<file path="config.mk">
export PLATFORM = sky130hd
export DESIGN_NAME = bencode_stream_tokenizer_top
export DESIGN_NICKNAME = d
export VERILOG_FILES = /design/src/rtl/bst_pkg.sv /design/src/rtl/bst_step.sv /design/src/rtl/bencode_stream_tokenizer_top.sv
export SDC_FILE = /design/constraint.sdc
export NUM_CORES = 1
export LEC_CHECK = 0
export BUFFER_PORTS_ARGS = -buffer_cell sky130_fd_sc_hd__clkbuf_2
export CAP_MARGIN = 40
export CORE_MARGIN = 8
export CORE_UTILIZATION = 55
export CTS_CLUSTER_DIAMETER = 100
export DETAILED_ROUTE_END_ITERATION = 16
export GPL_TIMING_DRIVEN = 1
export PLACE_DENSITY = 0.83
export SLEW_MARGIN = 20
export SYNTH_ARGS = -nofsm -noshare
export SYNTH_HDL_FRONTEND = slang
export SYNTH_SLANG_ARGS = --single-unit
</file>
<file path="constraint.sdc">
create_clock -name clk_i -period 9.55 [get_ports clk_i]
set_input_delay 1.4325 -clock clk_i [delete_from_list [all_inputs] [get_ports clk_i]]
set_output_delay 1.4325 -clock clk_i [all_outputs]
set_load 0.02 [all_outputs]
</file>
<file path="src/rtl/bst_pkg.sv">
package bst_pkg;

  localparam int unsigned DepthW = 7;

  typedef enum logic [4:0] {
    MODE_IDLE       = 5'b00001,
    MODE_INT_START  = 5'b00010,
    MODE_INT_DIGITS = 5'b00100,
    MODE_LEN_DIGITS = 5'b01000,
    MODE_STR_DATA   = 5'b10000
  } mode_e;

  typedef enum logic [2:0] {
    TOK_INT      = 3'd0,
    TOK_STR_HDR  = 3'd1,
    TOK_STR_BYTE = 3'd2,
    TOK_LIST     = 3'd3,
    TOK_DICT     = 3'd4,
    TOK_END      = 3'd5,
    TOK_ERROR    = 3'd7
  } token_kind_e;

  typedef enum logic [2:0] {
    ERR_NONE      = 3'd0,
    ERR_BAD_BYTE  = 3'd1,
    ERR_OVERFLOW  = 3'd2,
    ERR_STR_LONG  = 3'd3,
    ERR_TOO_DEEP  = 3'd4,
    ERR_STRAY_END = 3'd5
  } err_e;

  localparam logic [7:0] CH_I     = 8'h69;
  localparam logic [7:0] CH_L     = 8'h6c;
  localparam logic [7:0] CH_D     = 8'h64;
  localparam logic [7:0] CH_E     = 8'h65;
  localparam logic [7:0] CH_MINUS = 8'h2d;
  localparam logic [7:0] CH_COLON = 8'h3a;
  localparam logic [7:0] CH_0     = 8'h30;
  localparam logic [7:0] CH_9     = 8'h39;

  // floor((2^63 - 1) / 10); the per-digit bound is this or one less
  localparam logic [63:0] IntLimitDiv10 = 64'd922337203685477580;

  typedef struct packed {
    mode_e              mode;
    logic [63:0]        acc;
    logic               neg;
    logic [31:0]        bytes_left;
    logic [DepthW-1:0]  depth;
  } bst_state_t;

  typedef struct packed {
    token_kind_e        kind;
    logic signed [63:0] int_value;
    logic [31:0]        str_len;
    logic [7:0]         str_byte;
    logic [DepthW-1:0]  depth;
    logic               last;
    logic               complete;
    err_e               err;
  } bst_result_t;

endpackage

</file>
<file path="src/rtl/bst_step.sv">
module bst_step #(
  parameter int unsigned MAX_DEPTH = 64
) (
  input  bst_pkg::bst_state_t  state_i,
  input  logic [7:0]           byte_i,
  input  logic [31:0]          max_len_i,
  output bst_pkg::bst_state_t  state_o,
  output logic                 emit_o,
  output bst_pkg::bst_result_t result_o
);

  localparam logic [bst_pkg::DepthW-1:0] MaxDepthW = bst_pkg::DepthW'(MAX_DEPTH);

  logic                        is_digit;
  logic [3:0]                  digit;
  logic [63:0]                 thresh;
  logic                        thresh_adj;
  logic [63:0]                 acc_x10;
  logic [35:0]                 len_x10;
  logic [63:0]                 neg_val;
  logic [31:0]                 bytes_dec;
  logic [bst_pkg::DepthW-1:0]  depth_inc;
  logic [bst_pkg::DepthW-1:0]  depth_dec;
  logic                        err;
  bst_pkg::err_e               err_code;

  assign is_digit  = byte_i inside {[bst_pkg::CH_0:bst_pkg::CH_9]};
  assign digit     = byte_i[3:0];
  // bound drops by one for digits 8,9 (positive) or 9 (negative)
  assign thresh_adj = state_i.neg ? (digit == 4'd9) : (digit >= 4'd8);
  assign thresh    = bst_pkg::IntLimitDiv10 - 64'(thresh_adj);
  assign acc_x10   = (state_i.acc << 3) + (state_i.acc << 1) + 64'(digit);
  assign len_x10   = ({4'd0, state_i.acc[31:0]} << 3) + ({4'd0, state_i.acc[31:0]} << 1)
                   + 36'(digit);
  assign neg_val   = 64'd0 - state_i.acc;
  assign bytes_dec = state_i.bytes_left - 32'd1;
  assign depth_inc = state_i.depth + 1'b1;
  assign depth_dec = state_i.depth - 1'b1;

  always_comb begin
    state_o  = state_i;
    emit_o   = 1'b0;
    err      = 1'b0;
    err_code = bst_pkg::ERR_NONE;
    result_o = '0;
    result_o.kind  = bst_pkg::TOK_INT;
    result_o.err   = bst_pkg::ERR_NONE;
    result_o.depth = state_i.depth;

    case (state_i.mode)
      bst_pkg::MODE_INT_START, bst_pkg::MODE_INT_DIGITS: begin
        if (state_i.mode == bst_pkg::MODE_INT_START && byte_i == bst_pkg::CH_MINUS &&
            !state_i.neg) begin
          state_o.neg  = 1'b1;
          state_o.mode = bst_pkg::MODE_INT_DIGITS;
        end else if (is_digit) begin
          if (state_i.acc > thresh) begin
            err      = 1'b1;
            err_code = bst_pkg::ERR_OVERFLOW;
          end else begin
            state_o.acc  = acc_x10;
            state_o.mode = bst_pkg::MODE_INT_DIGITS;
          end
        end else if (byte_i == bst_pkg::CH_E) begin
          state_o.mode       = bst_pkg::MODE_IDLE;
          state_o.acc        = '0;
          state_o.neg        = 1'b0;
          emit_o             = 1'b1;
          result_o.kind      = bst_pkg::TOK_INT;
          result_o.int_value = state_i.neg ? neg_val : state_i.acc;
          result_o.complete  = (state_i.depth == '0);
        end else begin
          err      = 1'b1;
          err_code = bst_pkg::ERR_BAD_BYTE;
        end
      end
      bst_pkg::MODE_LEN_DIGITS: begin
        if (is_digit) begin
          if (len_x10 > {4'd0, max_len_i}) begin
            err      = 1'b1;
            err_code = bst_pkg::ERR_STR_LONG;
          end else begin
            state_o.acc = 64'(len_x10);
          end
        end else if (byte_i == bst_pkg::CH_COLON) begin
          state_o.acc      = '0;
          emit_o           = 1'b1;
          result_o.kind    = bst_pkg::TOK_STR_HDR;
          result_o.str_len = state_i.acc[31:0];
          if (state_i.acc[31:0] == '0) begin
            state_o.mode      = bst_pkg::MODE_IDLE;
            result_o.complete = (state_i.depth == '0);
          end else begin
            state_o.bytes_left = state_i.acc[31:0];
            state_o.mode       = bst_pkg::MODE_STR_DATA;
          end
        end else begin
          err      = 1'b1;
          err_code = bst_pkg::ERR_BAD_BYTE;
        end
      end
      bst_pkg::MODE_STR_DATA: begin
        state_o.bytes_left = bytes_dec;
        emit_o             = 1'b1;
        result_o.kind      = bst_pkg::TOK_STR_BYTE;
        result_o.str_byte  = byte_i;
        result_o.last      = (bytes_dec == '0);
        result_o.complete  = (bytes_dec == '0) && (state_i.depth == '0);
        if (bytes_dec == '0) begin
          state_o.mode = bst_pkg::MODE_IDLE;
        end
      end
      default: begin
        state_o.mode = bst_pkg::MODE_IDLE;
        if (byte_i == bst_pkg::CH_I) begin
          state_o.mode = bst_pkg::MODE_INT_START;
          state_o.acc  = '0;
          state_o.neg  = 1'b0;
        end else if (is_digit) begin
          if ({28'd0, digit} > max_len_i) begin
            err      = 1'b1;
            err_code = bst_pkg::ERR_STR_LONG;
          end else begin
            state_o.acc  = 64'(digit);
            state_o.mode = bst_pkg::MODE_LEN_DIGITS;
          end
        end else if (byte_i == bst_pkg::CH_L || byte_i == bst_pkg::CH_D) begin
          if (state_i.depth >= MaxDepthW) begin
            err      = 1'b1;
            err_code = bst_pkg::ERR_TOO_DEEP;
          end else begin
            state_o.depth  = depth_inc;
            emit_o         = 1'b1;
            result_o.kind  = (byte_i == bst_pkg::CH_L) ? bst_pkg::TOK_LIST : bst_pkg::TOK_DICT;
            result_o.depth = depth_inc;
          end
        end else if (byte_i == bst_pkg::CH_E) begin
          if (state_i.depth == '0) begin
            err      = 1'b1;
            err_code = bst_pkg::ERR_STRAY_END;
          end else begin
            state_o.depth     = depth_dec;
            emit_o            = 1'b1;
            result_o.kind     = bst_pkg::TOK_END;
            result_o.depth    = depth_dec;
            result_o.complete = (depth_dec == '0);
          end
        end else begin
          err      = 1'b1;
          err_code = bst_pkg::ERR_BAD_BYTE;
        end
      end
    endcase

    // any error resyncs to idle at depth 0
    if (err) begin
      state_o            = '0;
      state_o.mode       = bst_pkg::MODE_IDLE;
      emit_o             = 1'b1;
      result_o           = '0;
      result_o.kind      = bst_pkg::TOK_ERROR;
      result_o.err       = err_code;
    end
  end

endmodule

</file>
<file path="src/rtl/bencode_stream_tokenizer_top.sv">
// An item is registered at acceptance, then processed into a registered token on the outputs;
// items that only update state give none.
// Throughput: one byte per cycle; a held token stalls only a byte that produces a token.
// Reset (rst_ni low, asynchronous): parser idle at depth 0, both stages empty,
// max_string_length back to all ones.
module bencode_stream_tokenizer_top #(
  parameter int unsigned MAX_DEPTH = 64
) (
  input  logic               clk_i,
  input  logic               rst_ni,
  input  logic               cfg_we_i,
  input  logic [31:0]        cfg_wdata_i,
  input  logic               in_valid_i,
  output logic               in_stall_o,
  input  logic [7:0]         data_byte_i,
  output logic               out_valid_o,
  input  logic               out_stall_i,
  output logic [2:0]         token_kind_o,
  output logic signed [63:0] integer_value_o,
  output logic [31:0]        string_length_o,
  output logic [7:0]         string_byte_o,
  output logic [6:0]         nesting_depth_o,
  output logic               last_of_string_o,
  output logic               value_complete_o,
  output logic [2:0]         error_code_o
);

  logic                 in_valid_q, in_valid_d;
  logic [7:0]           in_byte_q;
  logic [31:0]          max_len_q;
  bst_pkg::bst_state_t  state_q, state_d;
  bst_pkg::bst_result_t res_q, res_d;
  logic                 out_valid_q, out_valid_d;
  logic                 emit;
  logic                 out_free;
  logic                 proc;
  logic                 accept;

  bst_step #(
    .MAX_DEPTH(MAX_DEPTH)
  ) u_step (
    .state_i  (state_q),
    .byte_i   (in_byte_q),
    .max_len_i(max_len_q),
    .state_o  (state_d),
    .emit_o   (emit),
    .result_o (res_d)
  );

  assign out_free   = !out_valid_q || !out_stall_i;
  // silent bytes advance even while the output holds a token
  assign proc       = in_valid_q && (out_free || !emit);
  assign in_stall_o = in_valid_q && !proc;
  assign accept     = in_valid_i && !in_stall_o;

  always_comb begin
    in_valid_d = in_valid_q;
    if (accept) begin
      in_valid_d = 1'b1;
    end else if (proc) begin
      in_valid_d = 1'b0;
    end
    out_valid_d = out_valid_q;
    if (proc && emit) begin
      out_valid_d = 1'b1;
    end else if (out_valid_q && !out_stall_i) begin
      out_valid_d = 1'b0;
    end
  end

  always_ff @(posedge clk_i or negedge rst_ni) begin
    if (!rst_ni) begin
      in_valid_q  <= 1'b0;
      out_valid_q <= 1'b0;
      max_len_q   <= '1;
      state_q     <= '{mode: bst_pkg::MODE_IDLE, default: '0};
    end else begin
      in_valid_q  <= in_valid_d;
      out_valid_q <= out_valid_d;
      if (cfg_we_i) begin
        max_len_q <= cfg_wdata_i;
      end
      if (proc) begin
        state_q <= state_d;
      end
    end
  end

  always_ff @(posedge clk_i) begin
    if (accept) begin
      in_byte_q <= data_byte_i;
    end
    if (proc && emit) begin
      res_q <= res_d;
    end
  end

  assign out_valid_o      = out_valid_q;
  assign token_kind_o     = res_q.kind;
  assign integer_value_o  = res_q.int_value;
  assign string_length_o  = res_q.str_len;
  assign string_byte_o    = res_q.str_byte;
  assign nesting_depth_o  = res_q.depth;
  assign last_of_string_o = res_q.last;
  assign value_complete_o = res_q.complete;
  assign error_code_o     = res_q.err;

`ifndef SYNTHESIS
  a_err_token: assert property (@(posedge clk_i) disable iff (!rst_ni)
    out_valid_q && res_q.kind == bst_pkg::TOK_ERROR |->
      res_q.depth == '0 && res_q.err != bst_pkg::ERR_NONE)
    else $error("error token with nonzero depth or no code");

  a_err_only_on_error: assert property (@(posedge clk_i) disable iff (!rst_ni)
    out_valid_q && res_q.kind != bst_pkg::TOK_ERROR |-> res_q.err == bst_pkg::ERR_NONE)
    else $error("error code on a non-error token");

  a_depth_bound: assert property (@(posedge clk_i) disable iff (!rst_ni)
    32'(state_q.depth) <= MAX_DEPTH)
    else $error("nesting depth beyond limit");

  a_str_pending: assert property (@(posedge clk_i) disable iff (!rst_ni)
    state_q.mode == bst_pkg::MODE_STR_DATA |-> state_q.bytes_left != '0)
    else $error("string data mode with no bytes left");
`endif

endmodule
</file>
==> run metrics <==
Final Hold Fails=0; critical path cell sequence=fa_1 -> ha_1 -> a21oi_1 -> o2111ai_1 -> o2111ai_1 -> a31oi_1 -> nor2b_1 -> o21bai_1 -> a21o_1 -> a21oi_1 -> xor2_1 -> inv_1 -> ha_1 -> nand4_1 -> nor3_1 -> a31oi_1 -> a21oi_1 -> o221ai_1 -> o41ai_4 -> nand2_1 -> o211ai_1 -> inv_1 -> clkbuf_2; initial antenna violation count=1; Setup WS post-layout=1.35 ns; RSZ-0062 raised after global routing=false; sequential area share after synthesis=38.4%; worst reg2reg path depth=24; Clk pin slew, worst setup/hold paths=0.06 ns; CP max stage cell=fa_1; drt wl/cell=21.3 um; Die Y=204 um; Fin Setup TNS=0 ns; family with the most delay on the worst path=compound AO/OA/AOI/OAI gates; DIE AREA=0.0414 mm^2; CTS max path bufs=3; Final Max Slew Viols=0; drt pass-1 iters=5; CTS root buf=clkbuf_16; IO Count=166; crit share post-route=85.9%; crit start category=register; Finish-stage setup viols=0; vias in the first global route=16500; via count=17300; Critical Path Most Common Cell=a21oi_1; post-layout minimum cycle time=8.20 ns; Final ANT Viol Nets=0; # fillers=2914; post-route cell area=0.0216 mm^2; hold wc startpoint=state_q[29]; pre-CTS setup slack=2.03 ns; die width=204 um; Synth top area share=19.7%; hold depth=2; Buf/Inv on CP=3; CTS sink cnt=270; leakage power=10.2 nW; Slew headroom=37.6%; R2R Path Start=in_byte_q[3]; Core Box Area=0.0346 mm^2; gpl congestion=0.977; run status=finished clean; gr usage total=26.8%; Syn Inst Count=2105; area of the multi-input gates=0.0112 mm^2; 1st-iter DRT viols=1802; GRT overflow=0; Worst-Margin Slew=0.929 ns; post-synthesis cell area=0.0193 mm^2; Tot Pwr=2.85 mW; Initial Util=55.9%; Synth Register Bits=270; Yosys warning count=0; # diodes=0; Post-DP Area=0.0205 mm^2; buffers added on ports=165; cell with the most instances after synthesis=nor2_1; Max IR drop VDD=0.000135 V; synth cell count leaders=203 x nor2_1, 167 x ha_1, 149 x nand2_1, 149 x o21ai_0, 144 x a21oi_1; worst path arrival time=6.77 ns; CP required=8.12 ns; area delta synth->final=11.9%; CTS tree=built; Levels on crit path=23; Post-DP HPWL=43400 um; crit path from=in_byte_q[3]; main flop type after synthesis=edfxtp_1; CTS buffer count=30; Critical Path End Type=output port; Avg Vias per Cell=6.44; crit path max fanout=14; CTS H-tree depth=1; Worst Hold Class=reg2reg; Fmax=122 MHz; register area=0.00743 mm^2; NumNets Final=2420; Yosys cell types=92; MaxCap Viol Count=0; syn avg cell area=9.19 um^2; slowest stage delay, CP=0.68 ns; row count=68; final WL=57200 um; clk_lat worst skew=0.57 ns; layout cell share with drive strength beyond 1=15.2%; post-CTS setup buffer count=0; Worst Skew=0.0182 ns; post-cts hold buffer count=0; post-cts resize count=0; DRC violations left=0; first-pass GRT wire length=91000 um; crit path kind=reg2out; reg2reg setup slack=2.18 ns; Post-synth EDFFs=127; post-layout util=62.5%; Pwr Density=132 mW/mm^2; top cells by area, synth=edfxtp_1 20%, dfrtp_1 14%, ha_1 11%; syn_nets=2319; Yosys top cell by area=edfxtp_1; Async SR Flop Fraction=53.0%; largest net degree at the start of global routing=90
[routing by layer]
metal  up-vias  track usage, %  wire length [um]
met4         2            7.85              1690
met2       937            41.7             25300
li1       8012               -                 -
met5         -               0                13
met3       125            4.54              5460
met1      8228            38.0             24800
[tightest hold or removal path, stage by stage (launching register included)]
cell	delay [ns]
dfrtp_1	0.34
o21ai_0	0.07
o21ai_0	0.07
[metrics by stage]
stage                     cells  hold slack (ns)
final                      2685            0.512
after global routing       2685            0.550
after floorplan            2105            0.462
after global placement     2620            0.489
after CTS                  2680            0.508
after detailed placement   2624            0.493
[registers in the layout, indices dropped and copies added (netlist names)]
name	cells
value_complete_o	1
integer_value_o	64
out_valid_o	1
nesting_depth_o	7
error_code_o	3
state_q	109
max_len_q	32
in_valid_q	1
in_byte_q	8
string_length_o	32
last_of_string_o	1
string_byte_o	8
token_kind_o	3
[path summary, 6_finish.rpt]
kind,endpoint
worst max-delay path,in_stall_o
worst min-delay path,state_q[29]
worst min register to register,state_q[29]
min in group asynchronous,state_q[62]
worst max register to register,string_length_o[26]
max in group asynchronous,state_q[97]
[area by class of cell]
class                      count  share of cell area (%)
timing repair buffer         189                    5.24
sequential                   270                    34.3
clock inverter                17                   0.590
multi-input combinational   1635                    51.5
clock buffer                  39                    4.27
inverter                      80                    1.39
tap                          455                    2.63
[placed cells by master, fill, tap and decap left out, drive strengths merged, types with 10 or more instances in the layout]
cell	synthesis	layout
mux2	38	38
o31ai	25	25
clkinv	0	12
xnor2	55	55
o22ai	11	11
nor3	49	49
a22o	24	24
o21bai	14	14
clkbuf	99	204
and2	24	24
dfrtp	110	110
and4	10	10
or3	23	23
nor2b	18	18
o211ai	20	20
nand3	55	55
a21o	31	31
a21oi	145	145
a211oi	17	17
xor2	79	79
edfxtp	127	127
buf	21	24
or2	12	12
and3	62	62
inv	80	83
o21ai	160	160
a31oi	18	18
nor2	203	203
dfstp	33	33
ha	167	167
nand2	149	149
or4	14	14
nand4	45	45
o21a	10	10
nor4	44	44
[cell families (layout without fill, tap and decap cells)]
| family | after synthesis | after routing | synth area share (%) |
|---|---|---|---|
| AOI/OAI and AO/OA | 548 | 548 | 18.1 |
| buffers and inverters | 200 | 325 | 4.07 |
| adders and majority gates | 169 | 169 | 11.0 |
| DFF | 270 | 270 | 38.4 |
| muxes | 47 | 47 | 2.68 |
| and+or+nand+nor | 737 | 737 | 19.6 |
| xor gates and xnor gates | 134 | 134 | 6.07 |
[where the power goes]
| group | switching (mW) | total, mW | internal (mW) |
|---|---|---|---|
| registers | 0.0302 | 1.34 | 1.31 |
| clock network | 0.496 | 1.21 | 0.712 |
| logic | 0.218 | 0.308 | 0.0896 |
No activity file was read; power rests on OpenSTA's default activity.
